## config.mk

```make
export PLATFORM = sky130hd
export DESIGN_NAME = websocket_frame_deframer_unit_flat
export DESIGN_NICKNAME = d
export VERILOG_FILES = /design/src/hdl/wsfd_pkg.sv /design/src/hdl/wsfd_channels.sv /design/src/hdl/websocket_frame_deframer_unit.sv /design/src/flat_wrapper.sv
export SDC_FILE = /design/constraint.sdc
export NUM_CORES = 1
export LEC_CHECK = 0
export ABC_CLOCK_PERIOD_IN_PS = 5100
export BUFFER_PORTS_ARGS = -buffer_cell sky130_fd_sc_hd__buf_2
export CAP_MARGIN = 25
export CORE_ASPECT_RATIO = 1.2
export CORE_UTILIZATION = 40
export CTS_BUF_LIST = sky130_fd_sc_hd__clkbuf_4 sky130_fd_sc_hd__clkbuf_8 sky130_fd_sc_hd__clkbuf_16
export CTS_CLUSTER_SIZE = 20
export DETAILED_ROUTE_END_ITERATION = 8
export GPL_TIMING_DRIVEN = 0
export PLACE_DENSITY_LB_ADDON = 0.15
export SYNTH_ARGS = -nofsm -noshare
export SYNTH_HDL_FRONTEND = slang
export SYNTH_SLANG_ARGS = --single-unit
```

## constraint.sdc

```tcl
create_clock -name clk -period 5.1 [get_ports clk]
set_clock_uncertainty 0.1 [all_clocks]
set_input_delay 0.765 -clock clk [delete_from_list [all_inputs] [get_ports clk]]
set_output_delay 0.765 -clock clk [all_outputs]
set_load 0.01 [all_outputs]
```

## src/hdl/wsfd_pkg.sv

```systemverilog
// Package for the WebSocket frame deframer.
// Holds the parse phase type, error codes, frame kinds and the opcode decoder.
// No dependencies.
package wsfd_pkg;

    localparam int unsigned ByteWidth = 8;
    localparam int unsigned LenWidth  = 16;
    localparam int unsigned KeyWidth  = 32;
    localparam int unsigned KindWidth = 3;
    localparam int unsigned ErrWidth  = 2;

    localparam logic [LenWidth-1:0] MaxPayloadReset = 16'hFFFF;

    localparam logic [6:0] Len7Ext16 = 7'd126;
    localparam logic [6:0] Len7Ext64 = 7'd127;

    localparam logic [ErrWidth-1:0] ErrNone     = 2'd0;
    localparam logic [ErrWidth-1:0] ErrLen64    = 2'd1;
    localparam logic [ErrWidth-1:0] ErrTooLarge = 2'd2;
    localparam logic [ErrWidth-1:0] ErrOpcode   = 2'd3;

    localparam logic [3:0] OpCont   = 4'h0;
    localparam logic [3:0] OpText   = 4'h1;
    localparam logic [3:0] OpBinary = 4'h2;
    localparam logic [3:0] OpClose  = 4'h8;
    localparam logic [3:0] OpPing   = 4'h9;
    localparam logic [3:0] OpPong   = 4'hA;

    localparam logic [KindWidth-1:0] KindCont   = 3'd0;
    localparam logic [KindWidth-1:0] KindText   = 3'd1;
    localparam logic [KindWidth-1:0] KindBinary = 3'd2;
    localparam logic [KindWidth-1:0] KindClose  = 3'd3;
    localparam logic [KindWidth-1:0] KindPing   = 3'd4;
    localparam logic [KindWidth-1:0] KindPong   = 3'd5;

    typedef enum logic [5:0] {
        PH_HDR0    = 6'b000001,
        PH_HDR1    = 6'b000010,
        PH_EXTLEN  = 6'b000100,
        PH_MASK    = 6'b001000,
        PH_PAYLOAD = 6'b010000,
        PH_ERROR   = 6'b100000
    } phase_t;

    typedef struct packed {
        logic                 known;
        logic [KindWidth-1:0] kind;
    } kind_dec_t;

    function automatic kind_dec_t kind_of(input logic [3:0] op);
        kind_dec_t r;
        r.known = 1'b1;
        r.kind  = KindCont;
        unique case (op)
            OpCont:   r.kind = KindCont;
            OpText:   r.kind = KindText;
            OpBinary: r.kind = KindBinary;
            OpClose:  r.kind = KindClose;
            OpPing:   r.kind = KindPing;
            OpPong:   r.kind = KindPong;
            default:  r.known = 1'b0;
        endcase
        return r;
    endfunction

endpackage

```

## src/hdl/wsfd_channels.sv

```systemverilog
// Handshake channels of the WebSocket frame deframer.
// The byte stream channel and the result channel; depends on wsfd_pkg.
interface wsfd_byte_if
    import wsfd_pkg::*;
();
    logic                 valid;
    logic                 ready;
    logic [ByteWidth-1:0] rx_byte;

    modport source (output valid, output rx_byte, input ready);
    modport sink (input valid, input rx_byte, output ready);
endinterface

interface wsfd_result_if
    import wsfd_pkg::*;
();
    logic                 valid;
    logic                 ready;
    logic [ByteWidth-1:0] data_byte;
    logic                 has_data;
    logic [KindWidth-1:0] frame_kind;
    logic                 fin_flag;
    logic                 last_of_frame;
    logic [ErrWidth-1:0]  error_code;

    modport source (output valid, output data_byte, output has_data, output frame_kind,
                    output fin_flag, output last_of_frame, output error_code,
                    input ready);
    modport sink (input valid, input data_byte, input has_data, input frame_kind,
                  input fin_flag, input last_of_frame, input error_code,
                  output ready);
endinterface

```

## src/hdl/websocket_frame_deframer_unit.sv

```systemverilog
// WebSocket frame deframer: parses a received byte stream into unmasked payload beats.
// Top level; depends on wsfd_pkg and the channel interfaces in wsfd_channels.sv.
//
// Usage: received bytes enter one per beat on the stream channel. Header bytes
// (first byte, length byte, two extended length bytes, four key bytes) give no
// result. Every payload byte gives one result beat, unmasked, with its frame
// kind, FIN bit and a last-of-frame mark. A zero-length frame gives one marker
// beat without data. A 64-bit length, a length above max_payload or an unknown
// opcode gives one error beat, after which all input is taken and dropped until
// reset. The max_payload register is written with cfg_wr_en and cfg_wr_data;
// the user writes it only while the block is idle; the block does not enforce it.
// Throughput is one byte per cycle while the receiver takes every beat: the parse
// state and the result register are both updated at the edge that accepts a byte,
// so the result beat is on the result channel in the cycle after that edge.
// When the receiver stalls, the result register holds its beat and the stream
// channel stays ready only in the cycle that the held beat is taken.
// Reset clears the parser to wait for a first header byte, drops any held
// result and sets max_payload to 65535.
module websocket_frame_deframer_unit
    import wsfd_pkg::*;
(
    input  logic                clk,
    input  logic                rst_n,
    input  logic                cfg_wr_en,
    input  logic [LenWidth-1:0] cfg_wr_data,
    wsfd_byte_if.sink           stream,
    wsfd_result_if.source       result
);

    phase_t               phase_reg, phase_next;
    logic [1:0]           hcount_reg, hcount_next;
    logic [LenWidth-1:0]  len_reg, len_next;
    logic [LenWidth-1:0]  remain_reg, remain_next;
    logic [KeyWidth-1:0]  key_reg, key_next;
    logic                 masked_reg, masked_next;
    logic [3:0]           opcode_reg, opcode_next;
    logic                 fin_reg, fin_next;
    logic [LenWidth-1:0]  max_payload_reg;

    logic                 res_valid_reg, res_valid_next;
    logic [ByteWidth-1:0] res_data_reg, res_data_next;
    logic                 res_has_reg, res_has_next;
    logic [KindWidth-1:0] res_kind_reg, res_kind_next;
    logic                 res_fin_reg, res_fin_next;
    logic                 res_last_reg, res_last_next;
    logic [ErrWidth-1:0]  res_err_reg, res_err_next;

    logic                 accept;
    logic [ByteWidth-1:0] b;
    logic [LenWidth-1:0]  chk_len;
    logic                 chk_masked;
    logic                 do_check;
    logic                 do_begin;
    logic [1:0]           pos;
    logic [ByteWidth-1:0] key_byte;
    logic [LenWidth-1:0]  remain_dec;
    kind_dec_t            cur_kind;
    kind_dec_t            new_kind;

    assign stream.ready = !res_valid_reg || result.ready;
    assign accept       = stream.valid && stream.ready;
    assign b            = stream.rx_byte;
    assign cur_kind     = kind_of(opcode_reg);
    assign new_kind     = kind_of(opcode_reg);
    assign pos          = len_reg[1:0] - remain_reg[1:0];
    assign remain_dec   = remain_reg - LenWidth'(1);

    always_comb
    begin
        unique case (pos)
            2'd0:    key_byte = key_reg[31:24];
            2'd1:    key_byte = key_reg[23:16];
            2'd2:    key_byte = key_reg[15:8];
            default: key_byte = key_reg[7:0];
        endcase
    end

    always_comb
    begin
        phase_next     = phase_reg;
        hcount_next    = hcount_reg;
        len_next       = len_reg;
        remain_next    = remain_reg;
        key_next       = key_reg;
        masked_next    = masked_reg;
        opcode_next    = opcode_reg;
        fin_next       = fin_reg;
        res_valid_next = res_valid_reg && !result.ready;
        res_data_next  = res_data_reg;
        res_has_next   = res_has_reg;
        res_kind_next  = res_kind_reg;
        res_fin_next   = res_fin_reg;
        res_last_next  = res_last_reg;
        res_err_next   = res_err_reg;
        chk_len        = len_reg;
        chk_masked     = masked_reg;
        do_check       = 1'b0;
        do_begin       = 1'b0;

        if (accept)
        begin
            unique case (phase_reg)
                PH_HDR0:
                begin
                    fin_next    = b[7];
                    opcode_next = b[3:0];
                    phase_next  = PH_HDR1;
                end
                PH_HDR1:
                begin
                    masked_next = b[7];
                    chk_masked  = b[7];
                    key_next    = '0;
                    len_next    = '0;
                    hcount_next = 2'd0;
                    if (b[6:0] == Len7Ext64)
                    begin
                        phase_next     = PH_ERROR;
                        res_valid_next = 1'b1;
                        res_data_next  = '0;
                        res_has_next   = 1'b0;
                        res_kind_next  = KindCont;
                        res_fin_next   = 1'b0;
                        res_last_next  = 1'b1;
                        res_err_next   = ErrLen64;
                    end
                    else if (b[6:0] == Len7Ext16)
                    begin
                        phase_next = PH_EXTLEN;
                    end
                    else
                    begin
                        chk_len  = {{(LenWidth-7){1'b0}}, b[6:0]};
                        len_next = chk_len;
                        do_check = 1'b1;
                    end
                end
                PH_EXTLEN:
                begin
                    chk_len  = {len_reg[7:0], b};
                    len_next = chk_len;
                    if (hcount_reg == 2'd0)
                    begin
                        hcount_next = 2'd1;
                    end
                    else
                    begin
                        hcount_next = 2'd0;
                        do_check    = 1'b1;
                    end
                end
                PH_MASK:
                begin
                    key_next = {key_reg[23:0], b};
                    if (hcount_reg != 2'd3)
                    begin
                        hcount_next = hcount_reg + 2'd1;
                    end
                    else
                    begin
                        hcount_next = 2'd0;
                        chk_len     = len_reg;
                        do_begin    = 1'b1;
                    end
                end
                PH_PAYLOAD:
                begin
                    remain_next    = remain_dec;
                    res_valid_next = 1'b1;
                    res_data_next  = b ^ key_byte;
                    res_has_next   = 1'b1;
                    res_kind_next  = cur_kind.kind;
                    res_fin_next   = fin_reg;
                    res_last_next  = (remain_dec == '0);
                    res_err_next   = ErrNone;
                    if (remain_dec == '0)
                    begin
                        phase_next = PH_HDR0;
                    end
                end
                PH_ERROR:
                begin
                    phase_next = PH_ERROR;
                end
                default:
                begin
                    phase_next = PH_ERROR;
                end
            endcase

            if (do_check)
            begin
                if (chk_len > max_payload_reg || !new_kind.known)
                begin
                    phase_next     = PH_ERROR;
                    res_valid_next = 1'b1;
                    res_data_next  = '0;
                    res_has_next   = 1'b0;
                    res_kind_next  = KindCont;
                    res_fin_next   = 1'b0;
                    res_last_next  = 1'b1;
                    res_err_next   = (chk_len > max_payload_reg) ? ErrTooLarge : ErrOpcode;
                end
                else if (chk_masked)
                begin
                    hcount_next = 2'd0;
                    phase_next  = PH_MASK;
                end
                else
                begin
                    do_begin = 1'b1;
                end
            end

            if (do_begin)
            begin
                if (chk_len == '0)
                begin
                    phase_next     = PH_HDR0;
                    res_valid_next = 1'b1;
                    res_data_next  = '0;
                    res_has_next   = 1'b0;
                    res_kind_next  = cur_kind.kind;
                    res_fin_next   = fin_reg;
                    res_last_next  = 1'b1;
                    res_err_next   = ErrNone;
                end
                else
                begin
                    remain_next = chk_len;
                    phase_next  = PH_PAYLOAD;
                end
            end
        end
    end

    always_ff @(posedge clk or negedge rst_n)
    begin
        if (!rst_n)
        begin
            phase_reg       <= PH_HDR0;
            hcount_reg      <= '0;
            len_reg         <= '0;
            remain_reg      <= '0;
            key_reg         <= '0;
            masked_reg      <= 1'b0;
            opcode_reg      <= '0;
            fin_reg         <= 1'b0;
            max_payload_reg <= MaxPayloadReset;
            res_valid_reg   <= 1'b0;
        end
        else
        begin
            phase_reg     <= phase_next;
            hcount_reg    <= hcount_next;
            len_reg       <= len_next;
            remain_reg    <= remain_next;
            key_reg       <= key_next;
            masked_reg    <= masked_next;
            opcode_reg    <= opcode_next;
            fin_reg       <= fin_next;
            res_valid_reg <= res_valid_next;
            if (cfg_wr_en)
            begin
                max_payload_reg <= cfg_wr_data;
            end
        end
    end

    always_ff @(posedge clk)
    begin
        res_data_reg <= res_data_next;
        res_has_reg  <= res_has_next;
        res_kind_reg <= res_kind_next;
        res_fin_reg  <= res_fin_next;
        res_last_reg <= res_last_next;
        res_err_reg  <= res_err_next;
    end

    assign result.valid         = res_valid_reg;
    assign result.data_byte     = res_data_reg;
    assign result.has_data      = res_has_reg;
    assign result.frame_kind    = res_kind_reg;
    assign result.fin_flag      = res_fin_reg;
    assign result.last_of_frame = res_last_reg;
    assign result.error_code    = res_err_reg;

`ifndef NO_ASSERTIONS
    // Once the error beat has left, the parser stays silent until reset.
    assert property (@(posedge clk) disable iff (!rst_n)
        (phase_reg == PH_ERROR && !res_valid_reg) |=> !res_valid_reg)
        else $error("result beat produced after the error beat");

    // A result that carries an error code leaves the parser in the error phase.
    assert property (@(posedge clk) disable iff (!rst_n)
        (res_valid_reg && res_err_reg != ErrNone) |-> phase_reg == PH_ERROR)
        else $error("error beat without the error phase");

    // Every payload byte taken gives a data beat in the next cycle.
    assert property (@(posedge clk) disable iff (!rst_n)
        (accept && phase_reg == PH_PAYLOAD) |=> (res_valid_reg && res_has_reg))
        else $error("payload byte gave no data beat");

    // A beat without data is always the last of its frame and has zero data.
    assert property (@(posedge clk) disable iff (!rst_n)
        (res_valid_reg && !res_has_reg) |-> (res_last_reg && res_data_reg == '0))
        else $error("marker beat is malformed");
`endif

endmodule
```

## src/flat_wrapper.sv

```systemverilog
// flat-port wrapper written by rule: the top's interface ports become plain ports
module websocket_frame_deframer_unit_flat import wsfd_pkg::*;
  (clk, rst_n, cfg_wr_en, cfg_wr_data, stream_valid, stream_rx_byte, stream_ready, result_valid, result_data_byte, result_has_data, result_frame_kind, result_fin_flag, result_last_of_frame, result_error_code, result_ready);
  wsfd_byte_if stream_i ();
  wsfd_result_if result_i ();
  input  logic clk;
  input  logic rst_n;
  input  logic cfg_wr_en;
  input  logic [LenWidth-1:0] cfg_wr_data;
  input wire logic [$bits(stream_i.valid)-1:0] stream_valid;
  input wire logic [$bits(stream_i.rx_byte)-1:0] stream_rx_byte;
  output wire logic [$bits(stream_i.ready)-1:0] stream_ready;
  output wire logic [$bits(result_i.valid)-1:0] result_valid;
  output wire logic [$bits(result_i.data_byte)-1:0] result_data_byte;
  output wire logic [$bits(result_i.has_data)-1:0] result_has_data;
  output wire logic [$bits(result_i.frame_kind)-1:0] result_frame_kind;
  output wire logic [$bits(result_i.fin_flag)-1:0] result_fin_flag;
  output wire logic [$bits(result_i.last_of_frame)-1:0] result_last_of_frame;
  output wire logic [$bits(result_i.error_code)-1:0] result_error_code;
  input wire logic [$bits(result_i.ready)-1:0] result_ready;
  assign stream_i.valid = stream_valid;
  assign stream_i.rx_byte = stream_rx_byte;
  assign stream_ready = stream_i.ready;
  assign result_valid = result_i.valid;
  assign result_data_byte = result_i.data_byte;
  assign result_has_data = result_i.has_data;
  assign result_frame_kind = result_i.frame_kind;
  assign result_fin_flag = result_i.fin_flag;
  assign result_last_of_frame = result_i.last_of_frame;
  assign result_error_code = result_i.error_code;
  assign result_i.ready = result_ready;
  websocket_frame_deframer_unit u_core (.clk(clk), .rst_n(rst_n), .cfg_wr_en(cfg_wr_en), .cfg_wr_data(cfg_wr_data), .stream(stream_i), .result(result_i));
endmodule
```

Word-level counts from Yosys, hierarchy flattened --
Cells that the tools add are included.
Word-level totals: input port bits 29, register bits after elaboration 111, word-level logic and storage cells 141
Cells by class: bitwise logic cells 1, reductions and logical operators 19, magnitude comparators 1, mux-type cells 86, add/sub/neg operators 3, eq/ne operators 15
Operators by type and width (count):
- 16-bit two-way mux | 7
- 16-bit case mux with 2 select lines | 2
- 32-bit case mux with 2 select lines | 1
- 6-bit two-way mux | 7
- 8-bit two-way mux | 5
- 1-bit two-way mux | 36
- 16-bit zero test | 2
- 6-bit case mux with 4 select lines | 1
- 8-bit case mux with 3 select lines | 1
- 2-bit two-way mux | 9
- 16-bit > comparator | 1
- 8-bit case mux with 2 select lines | 1
- 16-bit by 1-bit subtractor with 16-bit output (second input constant) | 1
- 3-bit two-way mux | 5
- 3-bit case mux with 5 select lines | 1
- 7-bit equality test (second input constant) | 2
- 4-bit equality test (second input constant) | 3
- 1-bit case mux with 2 select lines | 5
- 8-bit bitwise XOR | 1
- 7-bit two-way mux | 1
- 6-bit by 1-bit equality test with 1-bit output (second input constant) | 1
- 6-bit by 2-bit equality test with 1-bit output (second input constant) | 1
- 6-bit by 3-bit equality test with 1-bit output (second input constant) | 1
- 6-bit by 4-bit equality test with 1-bit output (second input constant) | 1
- 21 further kinds | 29

Longest topological paths before layout --
word-level depth 12, gate-level depth with buffers 16, gate-level depth less buffers 13

Worst setup path before layout --
Ideal clock, no wire load.
kind register to register, from reg u_core.phase_reg[0], to reg u_core.res_last_reg (netlist: u_core.result.last_of_frame), data pin, stages on the path, launching flop included 16, arrival time 4.243 ns, slack 0.494 ns, setup time 0.263 ns, cell sequence dfstp_2 buf_6 or4_1 buf_2 nor2_1 clkbuf_1 nor2_1 a22o_1 ha_1 nand4_1 nor3_1 or3_1 o41a_1 a21oi_1 o21ai_2 a2111o_1
On the way: word-level cells in the longest chain between the ends 9
RTL lines:
- start, declared | RTL line websocket_frame_deframer_unit.sv:30 | phase_t phase_reg, phase_next;
- start signal, assigned | RTL line websocket_frame_deframer_unit.sv:254 | phase_reg <= phase_next;
- 6-bit by 3-bit equality test with 1-bit output / 6-bit by 2-bit equality test with 1-bit output (equally long branches) | RTL line websocket_frame_deframer_unit.sv:102 | unique case (phase_reg)
- 16-bit case mux with 2 select lines | RTL line websocket_frame_deframer_unit.sv:102
- 16-bit two-way mux | RTL line websocket_frame_deframer_unit.sv:100 | if (accept)
- 16-bit > comparator | RTL line websocket_frame_deframer_unit.sv:193 | if (chk_len > max_payload_reg || !new_kind.known)
- 1-bit logical OR | RTL line websocket_frame_deframer_unit.sv:193
- 1-bit two-way mux | RTL line websocket_frame_deframer_unit.sv:193
- 1-bit two-way mux | RTL line websocket_frame_deframer_unit.sv:191 | if (do_check)
- 1-bit two-way mux (on tied branches) | RTL line websocket_frame_deframer_unit.sv:217, websocket_frame_deframer_unit.sv:100
- 1-bit two-way mux * | RTL line websocket_frame_deframer_unit.sv:215 | if (do_begin)
- end signal, assigned | RTL line websocket_frame_deframer_unit.sv:276 | res_last_reg <= res_last_next;
- end, declared | RTL line websocket_frame_deframer_unit.sv:45 | logic res_last_reg, res_last_next;
Every way passes the cells marked *; elsewhere a longest branch is shown, timed or not. The select of a mux whose other input is x is not followed. A chain may end at the register's enable or synchronous reset.

Worst setup path in the final report --
Ends and elaborated chain as after synthesis.

==> metrics <==
fmax 208 MHz; largest net degree at the start of global routing 54; CTS buffer count 9; final wirelength about 18000 µm; crit path DAT 4820 ps; Nets ~730; global-route wire length before repair about 28000 µm; final worst path period share 0.944; CP endpoint kind flip-flop; post-route cell area 7150 µm²; Setup violations, final 0; FF-to-FF Start u_core.phase_reg[0]$_DFFE_PN1P_; Avg Inst Size Synth between 10 and 15 µm²; CTS H-tree depth 3; Total Power ~0.0018 W; synthesized instance count just over 600; # hold bufs at CTS 0; register area between 2000 and 3000 µm²; die height about 140 µm; Root Buffer clkbuf_16; area post-placement 6770 µm²; Yosys reg bits approximately 110; Multi-input gate area ~3100 µm²; top area cells in the synthesized netlist dfrtp_1 (31%), a22o_1 (7.9%), edfxtp_1 (7.7%); post-detailed-route wirelength per cell roughly 20 µm; Pleak between 3 and 4 nW; Cell Chain, Critical Path buf_6, or4_1, buf_2, nor2_4, clkbuf_4, nor2_1, a22o_1, ha_1, nand4_1, nor3_1, or3_1, o41a_2, a21oi_4, o21ai_4, a2111o_1; Slew @ Worst Pin 861 ps; Tightest Hold Check Type primary input to asynchronous set/reset pin; total global-route track usage 0.234; Synthesized Nets between 600 and 700; Final Util 0.474; Congestion Overflow GR 0; Clock Path Buffers 2; outcome finished, final reports clean; Die X-Extent between 100 and 150 µm; post-synthesis sequential area ratio 0.462; critical path's largest stage delay 640 ps; P per Cell Area 254 nW/µm²; CP max FO 10; R2R depth 15; total vias in the final route approximately 5200; critical path class flip-flop to flip-flop; Critical Path Start Type flip-flop; Ys Warns 0; Worst-path clk slew 80 ps; Primary FF master, synth dfrtp_1; Layout area overhead 14.7%; Row Count between 40 and 50; Final Hold Violating Endpoints 0; setup total negative slack 0 ps; TritonCTS clock tree yes; Slowest-stage cell, CP o41a_2; Residual DRC 0; Final ANT Viol Nets 0; largest area contributor in the netlist dfrtp_1; Crit Reg-Reg Endpoint u_core.result.last_of_frame$_DFFE_PP_; Clock Latency Late Sink around 360 ps; antenna violations before repair 0; WP data required 5100 ps; number of flip-flops in the largest register 32; max-slew violation count 0; io pins 47; Max-cap violations 0; HPWL after DPL 13100 µm; reg-to-reg slack, setup around 290 ps; Detailed Routing Iterations Pass 1 6; fraction of layout cells with a size suffix above 1 0.183; commonest non-fill, non-tap cell in the layout dfrtp_1; Initial Utilization 0.413; Fill cells roughly 1500; Distinct cells, synth between 70 and 80; Placer Congestion 0.915; RSZ-0062 raised after global routing false; vias per cell approximately 5.9; most frequent cells in the layout dfrtp_1 (78), nand2_1 (63), a22o_1 (56); vias in the first global route around 5300; diodes inserted 0; die area 16100 µm²; EDFF count, synth 16; I/O Buffers between 40 and 50; slew margin rel. 0.422; peak supply drop between 0.1 and 0.15 mV; clock sink count between 100 and 150; Iteration-0 DRC Markers 367; asr flop ratio synth 0.856; Core Box Area between 15000 and 20000 µm²; mapped cell area roughly 6200 µm²; minimum clock period about 4800 ps; Synth top area share 0.313; Min Hold Slack 295 ps
-- cell usage after synthesis, drive strengths merged, types with 5 or more instances --
cell type  instances
o32a               5
inv               33
nor2              33
o21ai             41
mux2               7
xor2              10
edfxtp            16
a211oi            11
mux4               8
o211ai             5
nand3             18
a22o              56
nand4              6
nand2b             6
nor4              11
nand2             63
a21o               6
buf                6
dfrtp             78
xnor2              5
ha                21
dfstp             17
nor3              19
a21oi             35
clkbuf            28
or3                7
-- per-layer routing --
layer	up-vias	global-route usage	part of all wire
met3	26	0.0420	0.046
met4	0	0.0857	0.024
met1	2626	0.293	0.42
met2	123	0.398	0.51
li1	2458	-	-
met5	-	0	0
-- where the power goes --
| part | total (W) | switching, W | internal [W] |
|---|---|---|---|
| combinational | 0.000153 | 0.0000976 | 0.0000553 |
| sequential | 0.000948 | 0.0000150 | 0.000933 |
| clock | 0.000712 | 0.000365 | 0.000347 |
-- cell families (layout without fill, tap and decap cells) --
group                    count (synthesis)  after routing  synth area share
AO/OA/AOI/OAI                          203            203             0.243
AND/OR/NAND/NOR                        184            184             0.145
flip-flops                             111            111             0.462
buffers and inverters                   67            133            0.0434
adder cells (fa/ha/maj)                 21             21            0.0422
multiplexers                            16             16            0.0432
XOR/XNOR                                15             15            0.0211
-- worst max-delay path by stage --
stage	from	end
after global placement	u_core.phase_reg[0]$_DFFE_PN1P_	u_core.result.last_of_frame$_DFFE_PP_
after global routing	u_core.phase_reg[0]$_DFFE_PN1P_	u_core.result.last_of_frame$_DFFE_PP_
final	u_core.phase_reg[0]$_DFFE_PN1P_	u_core.result.last_of_frame$_DFFE_PP_
after CTS	u_core.phase_reg[0]$_DFFE_PN1P_	u_core.result.last_of_frame$_DFFE_PP_
after detailed placement	u_core.phase_reg[0]$_DFFE_PN1P_	u_core.result.last_of_frame$_DFFE_PP_
after floorplan	u_core.phase_reg[0]$_DFFE_PN1P_	u_core.result.last_of_frame$_DFFE_PP_
-- timing repair --
item	CTS	global route
resized for setup	5	11
pin swaps	1	2
endpoints found under the setup margin	27	27
gates cloned	0	0
setup buffers	0	2
-- cell type report --
type	count	area share
multi-input combinational	439	0.440
sequential	111	0.403
timing repair buffer	50	0.0415
tap	204	0.0357
clock buffer	9	0.0315
buffer	34	0.0210
inverter	33	0.0173
clock inverter	7	0.0105
-- stage by stage --
| stage | cells | setup WS [ps] |
|---|---|---|
| after floorplan | 617 | 494 |
| final | 887 | 287 |
| after CTS | 885 | 48.3 |
| after global routing | 887 | 41.1 |
| after detailed placement | 869 | -390 |
| after global placement | 866 | -318 |
-- critical path: cells and delay by family (launching register included) --
family	cells	cell delay, ps
simple gates	6	1430
fa+ha+maj	1	330
compound gates	5	1760
flops	1	370
buf+inv	3	550
Power figures use the tool's default switching activity.
